**src/sv/twe_pkg.sv**
```systemverilog
package twe_pkg;

    // Fixed field widths
    localparam int TIME_BITS    = 48;
    localparam int WINDOW_BITS  = 32;
    localparam int OUT_CHANNELS = 6;
    localparam int CMP_BITS     = (TIME_BITS > WINDOW_BITS) ? TIME_BITS : WINDOW_BITS;

    localparam logic [WINDOW_BITS-1:0] WINDOW_RESET = WINDOW_BITS'(1000);

    // Result queue
    localparam int QUEUE_DEPTH = 4;
    localparam int QPTR_BITS   = $clog2(QUEUE_DEPTH);
    localparam int QCNT_BITS   = $clog2(QUEUE_DEPTH + 1);

    // Input beat kinds
    typedef enum logic [1:0] {
        KIND_REF = 2'd0,
        KIND_HIT = 2'd1,
        KIND_END = 2'd2
    } t_kind;

    // Result status codes
    localparam logic STATUS_RECORD = 1'b0;
    localparam logic STATUS_REJECT = 1'b1;

    typedef logic [TIME_BITS-1:0] t_time;

    typedef struct packed {
        logic [1:0]  kind;
        t_time       stamp;
        logic        hit_ok;
        logic [2:0]  hit_channel;
    } t_in;

    typedef struct packed {
        logic        status;
        logic [5:0]  seen_mask;
        t_time       time_ch0;
        t_time       time_ch1;
        t_time       time_ch2;
        t_time       time_ch3;
        t_time       time_ch4;
        t_time       time_ch5;
    } t_out;

    // Hit before ref - window; no hit is early when ref <= window
    function automatic logic is_early(input t_time ref_t, input logic [WINDOW_BITS-1:0] win,
                                      input t_time hit_t);
        logic [CMP_BITS-1:0] r;
        logic [CMP_BITS-1:0] w;
        logic [CMP_BITS-1:0] h;
        r = CMP_BITS'(ref_t);
        w = CMP_BITS'(win);
        h = CMP_BITS'(hit_t);
        return (r > w) && (h < (r - w));
    endfunction

    // Hit after ref + window, without wrapping the sum
    function automatic logic is_late(input t_time ref_t, input logic [WINDOW_BITS-1:0] win,
                                     input t_time hit_t);
        logic [CMP_BITS-1:0] r;
        logic [CMP_BITS-1:0] w;
        logic [CMP_BITS-1:0] h;
        r = CMP_BITS'(ref_t);
        w = CMP_BITS'(win);
        h = CMP_BITS'(hit_t);
        return (h > r) && ((h - r) > w);
    endfunction

endpackage

```
**src/sv/trigger_window_event_builder.sv**
```systemverilog
// A result is written into the result queue at the clock edge that accepts the input beat that causes it.
// Throughput: one input beat per cycle, taken while the four-entry result queue holds
// two or fewer; one result beat per cycle leaves the queue while i_out_ready is high.
// A beat may cause up to two results (a new reference closing an open record).
// Reset (i_rst_n low, synchronous): no open record, no held hit, end mark
// cleared, window back to 1000 ticks, result queue emptied.
module trigger_window_event_builder #(
    parameter int NUM_CHANNELS = 6
) (
    input  logic                           i_clk,
    input  logic                           i_rst_n,
    input  logic                           i_in_valid,
    output logic                           o_in_ready,
    input  twe_pkg::t_in                   i_in_data,
    output logic                           o_out_valid,
    input  logic                           i_out_ready,
    output twe_pkg::t_out                  o_out_data,
    input  logic                           i_cfg_wr_en,
    input  logic [twe_pkg::WINDOW_BITS-1:0] i_cfg_wr_data
);
    import twe_pkg::*;

    // Only channels that reach the record need storage
    localparam int NCH = (NUM_CHANNELS < OUT_CHANNELS) ? NUM_CHANNELS : OUT_CHANNELS;

    // Window register
    logic [WINDOW_BITS-1:0] r_window;

    // Record state
    logic                     r_ref_active, n_ref_active;
    t_time                    r_ref_stamp,  n_ref_stamp;
    logic [NCH-1:0]           r_mask,       n_mask;
    logic [NCH-1:0][TIME_BITS-1:0] r_times, n_times;
    logic                     r_held_valid, n_held_valid;
    logic [2:0]               r_held_channel, n_held_channel;
    t_time                    r_held_stamp, n_held_stamp;
    logic                     r_hits_ended, n_hits_ended;

    // Result queue
    t_out                     r_queue [QUEUE_DEPTH];
    logic [QPTR_BITS-1:0]     r_wr_ptr, r_rd_ptr;
    logic [QCNT_BITS-1:0]     r_count, n_count;

    logic        in_acc;
    logic        out_acc;
    logic        early_held, late_held, early_hit, late_hit;
    logic        take_en;
    logic [2:0]  take_ch;
    t_time       take_stamp;
    logic        emit_old, emit_new, emit_rej;
    t_out        rec_old, rec_new, rec_rej, push_first, push_second;
    logic [1:0]  push_cnt;

    assign in_acc      = i_in_valid && o_in_ready;
    assign out_acc     = o_out_valid && i_out_ready;
    assign o_in_ready  = (r_count <= QCNT_BITS'(QUEUE_DEPTH - 2));
    assign o_out_valid = (r_count != '0);
    assign o_out_data  = r_queue[r_rd_ptr];

    // Window tests: held hit against the incoming reference, new hit against the open one
    assign early_held = is_early(i_in_data.stamp, r_window, r_held_stamp);
    assign late_held  = is_late(i_in_data.stamp, r_window, r_held_stamp);
    assign early_hit  = is_early(r_ref_stamp, r_window, i_in_data.stamp);
    assign late_hit   = is_late(r_ref_stamp, r_window, i_in_data.stamp);

    function automatic t_out build_record(input logic [NCH-1:0] mask,
                                          input logic [NCH-1:0][TIME_BITS-1:0] times);
        logic [OUT_CHANNELS-1:0][TIME_BITS-1:0] pad;
        t_out rec;
        pad = '0;
        for (int c = 0; c < NCH; c++) begin
            pad[c] = times[c];
        end
        rec.status    = STATUS_RECORD;
        rec.seen_mask = 6'(mask);
        rec.time_ch0  = pad[0];
        rec.time_ch1  = pad[1];
        rec.time_ch2  = pad[2];
        rec.time_ch3  = pad[3];
        rec.time_ch4  = pad[4];
        rec.time_ch5  = pad[5];
        return rec;
    endfunction

    // Next state for one accepted beat
    always_comb begin
        n_ref_active   = r_ref_active;
        n_ref_stamp    = r_ref_stamp;
        n_mask         = r_mask;
        n_times        = r_times;
        n_held_valid   = r_held_valid;
        n_held_channel = r_held_channel;
        n_held_stamp   = r_held_stamp;
        n_hits_ended   = r_hits_ended;
        take_en        = 1'b0;
        take_ch        = i_in_data.hit_channel;
        take_stamp     = i_in_data.stamp;
        emit_old       = 1'b0;
        emit_new       = 1'b0;
        emit_rej       = 1'b0;
        if (in_acc) begin
            unique case (t_kind'(i_in_data.kind))
                KIND_REF: begin
                    emit_old    = r_ref_active;
                    n_ref_active = 1'b1;
                    n_ref_stamp = i_in_data.stamp;
                    n_mask      = '0;
                    n_times     = '0;
                    if (r_held_valid) begin
                        priority if (early_held) begin
                            n_held_valid = 1'b0;
                        end else if (!late_held) begin
                            take_en      = 1'b1;
                            take_ch      = r_held_channel;
                            take_stamp   = r_held_stamp;
                            n_held_valid = 1'b0;
                        end else begin
                            // held hit still late: new record closes empty
                            emit_new = 1'b1;
                        end
                    end
                    if (r_hits_ended) begin
                        emit_new = 1'b1;
                    end
                    if (emit_new) begin
                        n_ref_active = 1'b0;
                    end
                end
                KIND_HIT: begin
                    if (!r_hits_ended && i_in_data.hit_ok) begin
                        priority if (!r_ref_active) begin
                            if (r_held_valid) begin
                                emit_rej = 1'b1;
                            end else begin
                                n_held_valid   = 1'b1;
                                n_held_channel = i_in_data.hit_channel;
                                n_held_stamp   = i_in_data.stamp;
                            end
                        end else if (early_hit) begin
                            // dropped
                        end else if (!late_hit) begin
                            take_en = 1'b1;
                        end else begin
                            n_held_valid   = 1'b1;
                            n_held_channel = i_in_data.hit_channel;
                            n_held_stamp   = i_in_data.stamp;
                            emit_old       = 1'b1;
                            n_ref_active   = 1'b0;
                        end
                    end
                end
                KIND_END: begin
                    n_hits_ended = 1'b1;
                    if (r_ref_active) begin
                        emit_old     = 1'b1;
                        n_ref_active = 1'b0;
                    end
                end
                default: begin
                end
            endcase
        end
        // Hit into the record; channels beyond the record are consumed silently
        if (take_en) begin
            for (int c = 0; c < NCH; c++) begin
                if (32'(take_ch) == c) begin
                    n_mask[c]  = 1'b1;
                    n_times[c] = take_stamp;
                end
            end
        end
    end

    // Result beats for this cycle, packed to the front
    always_comb begin
        rec_old = build_record(r_mask, r_times);
        rec_new = build_record(n_mask, n_times);
        rec_rej = '0;
        rec_rej.status = STATUS_REJECT;
        priority if (emit_old) begin
            push_first = rec_old;
        end else if (emit_rej) begin
            push_first = rec_rej;
        end else begin
            push_first = rec_new;
        end
        push_second = rec_new;
        push_cnt    = 2'(emit_old) + 2'(emit_rej) + 2'(emit_new);
        n_count     = r_count + QCNT_BITS'(push_cnt) - QCNT_BITS'(out_acc);
    end

    // Control state
    always_ff @(posedge i_clk) begin
        if (!i_rst_n) begin
            r_window     <= WINDOW_RESET;
            r_ref_active <= 1'b0;
            r_held_valid <= 1'b0;
            r_hits_ended <= 1'b0;
            r_wr_ptr     <= '0;
            r_rd_ptr     <= '0;
            r_count      <= '0;
        end else begin
            if (i_cfg_wr_en) begin
                r_window <= i_cfg_wr_data;
            end
            r_ref_active <= n_ref_active;
            r_held_valid <= n_held_valid;
            r_hits_ended <= n_hits_ended;
            r_wr_ptr     <= r_wr_ptr + QPTR_BITS'(push_cnt);
            r_rd_ptr     <= r_rd_ptr + QPTR_BITS'(out_acc);
            r_count      <= n_count;
        end
    end

    // Payload state and queue entries
    always_ff @(posedge i_clk) begin
        r_ref_stamp    <= n_ref_stamp;
        r_mask         <= n_mask;
        r_times        <= n_times;
        r_held_channel <= n_held_channel;
        r_held_stamp   <= n_held_stamp;
        if (push_cnt != 2'd0) begin
            r_queue[r_wr_ptr] <= push_first;
        end
        if (push_cnt == 2'd2) begin
            r_queue[r_wr_ptr + QPTR_BITS'(1)] <= push_second;
        end
    end

    // Checks
    a_queue_bound: assert property (@(posedge i_clk) disable iff (!i_rst_n)
        r_count <= QCNT_BITS'(QUEUE_DEPTH))
        else $error("result queue overflow");

    a_reject_only_held: assert property (@(posedge i_clk) disable iff (!i_rst_n)
        emit_rej |-> (r_held_valid && !r_ref_active && !emit_old && !emit_new))
        else $error("reject without a held hit");

    a_ref_after_end: assert property (@(posedge i_clk) disable iff (!i_rst_n)
        (in_acc && i_in_data.kind == KIND_REF && r_hits_ended) |=> !r_ref_active)
        else $error("reference stayed open after end mark");

    a_end_sticky: assert property (@(posedge i_clk) disable iff (!i_rst_n)
        $past(i_rst_n) |-> !$fell(r_hits_ended))
        else $error("end mark cleared without reset");

    a_hold_orphan: assert property (@(posedge i_clk) disable iff (!i_rst_n)
        (in_acc && i_in_data.kind == KIND_HIT && i_in_data.hit_ok && !r_hits_ended
         && !r_ref_active) |=> r_held_valid)
        else $error("hit without reference not held");

endmodule

```
**config.mk**
```make
export PLATFORM = sky130hd
export DESIGN_NAME = trigger_window_event_builder
export DESIGN_NICKNAME = d
export VERILOG_FILES = /design/src/sv/twe_pkg.sv /design/src/sv/trigger_window_event_builder.sv
export SDC_FILE = /design/constraint.sdc
export NUM_CORES = 2
export LEC_CHECK = 0
export BUFFER_PORTS_ARGS = -buffer_cell sky130_fd_sc_hd__buf_4
export CORE_MARGIN = 4
export CORE_UTILIZATION = 38
export DETAILED_ROUTE_END_ITERATION = 12
export PLACE_DENSITY_LB_ADDON = 0.25
export SLEW_MARGIN = 20
export SYNTH_ARGS = -nofsm -noshare
export SYNTH_HDL_FRONTEND = slang
export SYNTH_SLANG_ARGS = --single-unit
```
**constraint.sdc**
```tcl
create_clock -name i_clk -period 27.4 [get_ports i_clk]
set_clock_uncertainty 0.15 [all_clocks]
set_input_delay 8.22 -clock i_clk [delete_from_list [all_inputs] [get_ports i_clk]]
set_output_delay 8.22 -clock i_clk [all_outputs]
set_load 0.01 [all_outputs]
```
==> results_dict.tcl <==
set metrics [dict create \
    status "finished, final reports clean" \
    dp.final_hpwl_um 188000 \
    power.share.combinational_pct 22.4 \
    yosysUniqueCellTypes 107 \
    core.rowCount 175 \
    maxCapViolCount 0 \
    synth_top_cells_by_area "sky130_fd_sc_hd__edfxtp_1 (44%), sky130_fd_sc_hd__dfxtp_1 (7.8%), sky130_fd_sc_hd__mux4_2 (7.6%)" \
    postSynthRegisterBits 1615 \
    synthDominantAreaCellType "sky130_fd_sc_hd__edfxtp_1" \
    vias_in_the_first_global_route 66200 \
    grt.overflow.total 0 \
    netlist_area_mm2 0.0871 \
    critical_path_arrival_ns 19.92 \
    synth-main-ff-cell "sky130_fd_sc_hd__edfxtp_1" \
    cts_tree "done" \
    grt_util_all_layers_pct 24.5 \
    crit_path_frequent_cell "sky130_fd_sc_hd__o21ai_0" \
    synth.yosys.warnings 0 \
    tightest_slew_ns 1.16 \
    via_count 67200 \
    critPathMaxFanout 58 \
    postSynth.asyncResetShare_pct 0 \
    area_share_of_fa_ha_maj_cells_after_synthesis_pct 4.81 \
    synth_enable_flop_cells 1275 \
    worst_r2r_startpoint "r_window[1]" \
    share_of_the_synthesized_area_in_the_top_cell_type_pct 43.9 \
    nets 8389 \
    drt_drc_violations_left 0 \
    timing_worst_setup_path_type "input port to flop" \
    max-clock-path-buffers 3 \
    global_route_wire_length_before_repair_um 437000 \
    place_worst_setup_slack_ns 7.10 \
    clk-insertion-delay-late_ns 0.83 \
    cts-resized-gates 0 \
    nFillCells 21200 \
    initial_antenna_violation_count 14 \
    dp_cells 10800 \
    power_report.internal_total_uw 4600 \
    cts.sinks 1615 \
    grt_setup_unrepaired "no" \
    cts_root_buffer "sky130_fd_sc_hd__clkbuf_16" \
    holdCritStartpoint "r_queue[1][294]" \
    seq_power_share_pct 41.3 \
    timing.hold.worst_path_depth 2 \
    yosys.area_share.xor_xnor_pct 1.63 \
    worst_setup_hold_path_clk_slew_ns 0.06 \
    stage_delay_of_the_slowest_cell_on_the_critical_path_ns 0.92 \
    power_switching_uw 1910 \
    commonest_non_fill_non_tap_cells_in_the_layout "sky130_fd_sc_hd__nand2_1 (1,470), sky130_fd_sc_hd__edfxtp_1 (1,275), sky130_fd_sc_hd__o21ai_0 (971), sky130_fd_sc_hd__buf_4 (511), sky130_fd_sc_hd__a21oi_1 (346)" \
    timing.hold.worst.class "flop to flop" \
    drtIter0Drc 7565 \
    reg2reg_to "r_queue[0][97]" \
    dieWidth_um 487 \
    ant_nets 0 \
    share_of_synthesized_cell_area_in_and_or_nand_and_nor_gates_pct 11.1 \
    viasPerCell 6.04 \
    clock_power_share_pct 36.4 \
    layout_overhead_on_the_synthesized_area_pct 13.2 \
    setup_slack_ns 7.76 \
    wl_per_cell_um 27.1 \
    fin_crit_sh_pct 71.7 \
    die_height_um 487 \
    drt_wl_total_um 301000 \
    most_common_cell_after_layout_fill_and_taps_aside "sky130_fd_sc_hd__nand2_1" \
    start_kind "input port" \
    netlist_instances 7922 \
    setup_tns_ns 0 \
    die_area_mm2 0.237 \
    relative_slew_margins_pct 22.7 \
    crit_slowest_cell "sky130_fd_sc_hd__buf_4" \
    maximum_level_of_the_cts_h_tree 4 \
    endpoint_kind "flop" \
    synth_top_family_by_area "compound AO/OA/AOI/OAI gates" \
    utilization_pct 43.3 \
    pin_count_of_the_biggest_net_entering_global_routing 150 \
    cts_buffers 175 \
    boundaryPins 388 \
    finalWorstPathRequiredPeriod_ns 19.64 \
    numPortBuffers 387 \
    power_per_cell_area_mw_per_mm2 66.0 \
    initial_core_util_pct 38.3 \
    report.final.hold_viol_count 0 \
    max_freq_mhz 50.9 \
    post_route_cells_drive_above_1_share_pct 17.1 \
    gpl.final_weighted_congestion 0.930 \
    hold-path-endpoint "r_queue[1][294]" \
    drt_first_pass_iters 7 \
    cts_setup_buffers 0 \
    ir_drop_uv 57.6 \
    synthMuxAreaShare_pct 9.89 \
    ctsHoldBuffers 0 \
    power_leakage_uw 0.0341 \
    synth_compound_area_share_pct 16.2 \
    postSynthAreaPerCell_um2 11.0 \
    finalNonFillerCells 11100 \
    power.total_uw 6510 \
    timing.reg2reg.worst_path_depth 33 \
    core-area_mm2 0.228 \
    r2r_slack_ns 14.41 \
    worst-endpoint-required_ns 27.68 \
    drv_slew 0 \
    synth_fp_nets 8344 \
    switching_portion_of_total_power_pct 29.4 \
    setup_violations 0 \
    synth_seq_area_share_pct 51.8 \
]
==> logic make-up after synthesis <==
logic type               count (synthesis)
AND/OR/NAND/NOR                       2231
AO/OA/AOI/OAI                         2185
flip-flops                            1615
buffers and inverters                  930
multiplexers                           468
adder cells (fa/ha/maj)                331
XOR/XNOR                               162
==> synth_stat cells (9+ instances only) <==
library cell / instances
sky130_fd_sc_hd__or2_2: 9
sky130_fd_sc_hd__o221ai_2: 80
sky130_fd_sc_hd__a31oi_1: 9
sky130_fd_sc_hd__a21o_1: 105
sky130_fd_sc_hd__xnor2_1: 107
sky130_fd_sc_hd__o21bai_1: 17
sky130_fd_sc_hd__and2_1: 20
sky130_fd_sc_hd__nand4_1: 83
sky130_fd_sc_hd__mux2_4: 30
sky130_fd_sc_hd__a211oi_1: 26
sky130_fd_sc_hd__buf_1: 51
sky130_fd_sc_hd__o21ai_0: 971
sky130_fd_sc_hd__o22ai_1: 15
sky130_fd_sc_hd__o21ai_1: 94
sky130_fd_sc_hd__nand2b_1: 39
sky130_fd_sc_hd__xor2_1: 55
sky130_fd_sc_hd__buf_4: 35
sky130_fd_sc_hd__o211ai_1: 35
sky130_fd_sc_hd__o31ai_1: 11
sky130_fd_sc_hd__edfxtp_1: 1275
sky130_fd_sc_hd__nand2_1: 1476
sky130_fd_sc_hd__mux2_2: 65
sky130_fd_sc_hd__dfxtp_1: 340
sky130_fd_sc_hd__o221ai_1: 309
sky130_fd_sc_hd__nor4_1: 23
sky130_fd_sc_hd__clkbuf_1: 357
sky130_fd_sc_hd__buf_6: 19
sky130_fd_sc_hd__or3_1: 17
sky130_fd_sc_hd__o21a_1: 41
sky130_fd_sc_hd__buf_2: 183
sky130_fd_sc_hd__inv_1: 279
sky130_fd_sc_hd__and4_1: 16
sky130_fd_sc_hd__a21oi_1: 347
sky130_fd_sc_hd__and3_1: 26
sky130_fd_sc_hd__a221o_1: 12
sky130_fd_sc_hd__a21boi_0: 11
sky130_fd_sc_hd__mux2i_1: 76
sky130_fd_sc_hd__mux4_2: 295
sky130_fd_sc_hd__nand3_1: 209
sky130_fd_sc_hd__ha_1: 324
sky130_fd_sc_hd__nor3_1: 63
sky130_fd_sc_hd__nor2_1: 152
sky130_fd_sc_hd__nor2b_1: 55
==> layout make-up <==
type | count | area (um^2) | area share [%]
diodes | 4 | 10.0 | 0.0101
clock buffers | 261 | 4930 | 5.00
inverters | 280 | 1050 | 1.07
repair buffers | 518 | 4000 | 4.05
well taps | 3009 | 3760 | 3.82
multi-input cells | 5377 | 39000 | 39.5
flip-flops and latches | 1615 | 45100 | 45.7
clock inverters | 68 | 806 | 0.817
==> how the worst max path moves through the flow <==
stage | slack [ns] | from | endpoint
2_1_floorplan | 4.16 | i_in_data[12] | r_queue[1][294]
3_3_place_gp | 7.28 | i_in_data[5] | r_queue[0][147]
3_5_place_dp | 7.10 | i_in_data[5] | r_queue[0][120]
4_1_cts | 7.94 | i_in_data[5] | r_queue[0][99]
5_1_grt | 7.25 | i_in_data[5] | r_queue[0][97]
6_report | 7.76 | i_in_data[5] | r_queue[0][97]
==> stage by stage <==
| step | hold WS, ns | cell area (um^2) |
|---|---|---|
| 6_report | 0.316 | 98700 |
| 5_1_grt | 0.337 | 98700 |
| 4_1_cts | 0.308 | 98600 |
| 3_5_place_dp | 0.291 | 92900 |
| 3_3_place_gp | 0.286 | 92800 |
| 2_1_floorplan | 0.276 | 87100 |
==> power groups by stage <==
stage	Combinational (uW)	Sequential, uW	Clock [uW]
finish	1460	2690	2370
global route	1550	2690	2510
CTS	1480	2690	2400
detailed placement	1470	2740	0
global placement	1460	2740	0
floorplan	887	2720	0
==> sequential cells by signal (all words and copies together), names as in the netlist <==
| register | count |
|---|---|
| r_queue | 1180 |
| r_times | 288 |
| r_held_stamp | 48 |
| r_ref_stamp | 48 |
| r_window | 32 |
| r_mask | 6 |
| r_count | 3 |
| r_held_channel | 3 |
| r_rd_ptr | 2 |
| r_wr_ptr | 2 |
| r_held_valid | 1 |
| r_hits_ended | 1 |
| r_ref_active | 1 |
==> routing by layer <==
layer  global-route usage (%)  up-vias  part of all wire [%]
met5                        0        -                0.0090
met4                     10.6        4                   4.6
met3                     4.44      613                   9.0
met2                     40.4     3544                    47
met1                     31.7    33200                    39
li1                         -    29800                     -
==> critical path: cells and delay by family <==
kind / cells / cell delay, ns
AO/OA/AOI/OAI: 16 / 4.49
XOR/XNOR: 1 / 0.18
adder cells (fa/ha/maj): 3 / 1.41
buffers and inverters: 4 / 2.72
AND/OR/NAND/NOR: 7 / 2.64
(Power assumes the default switching activity.)
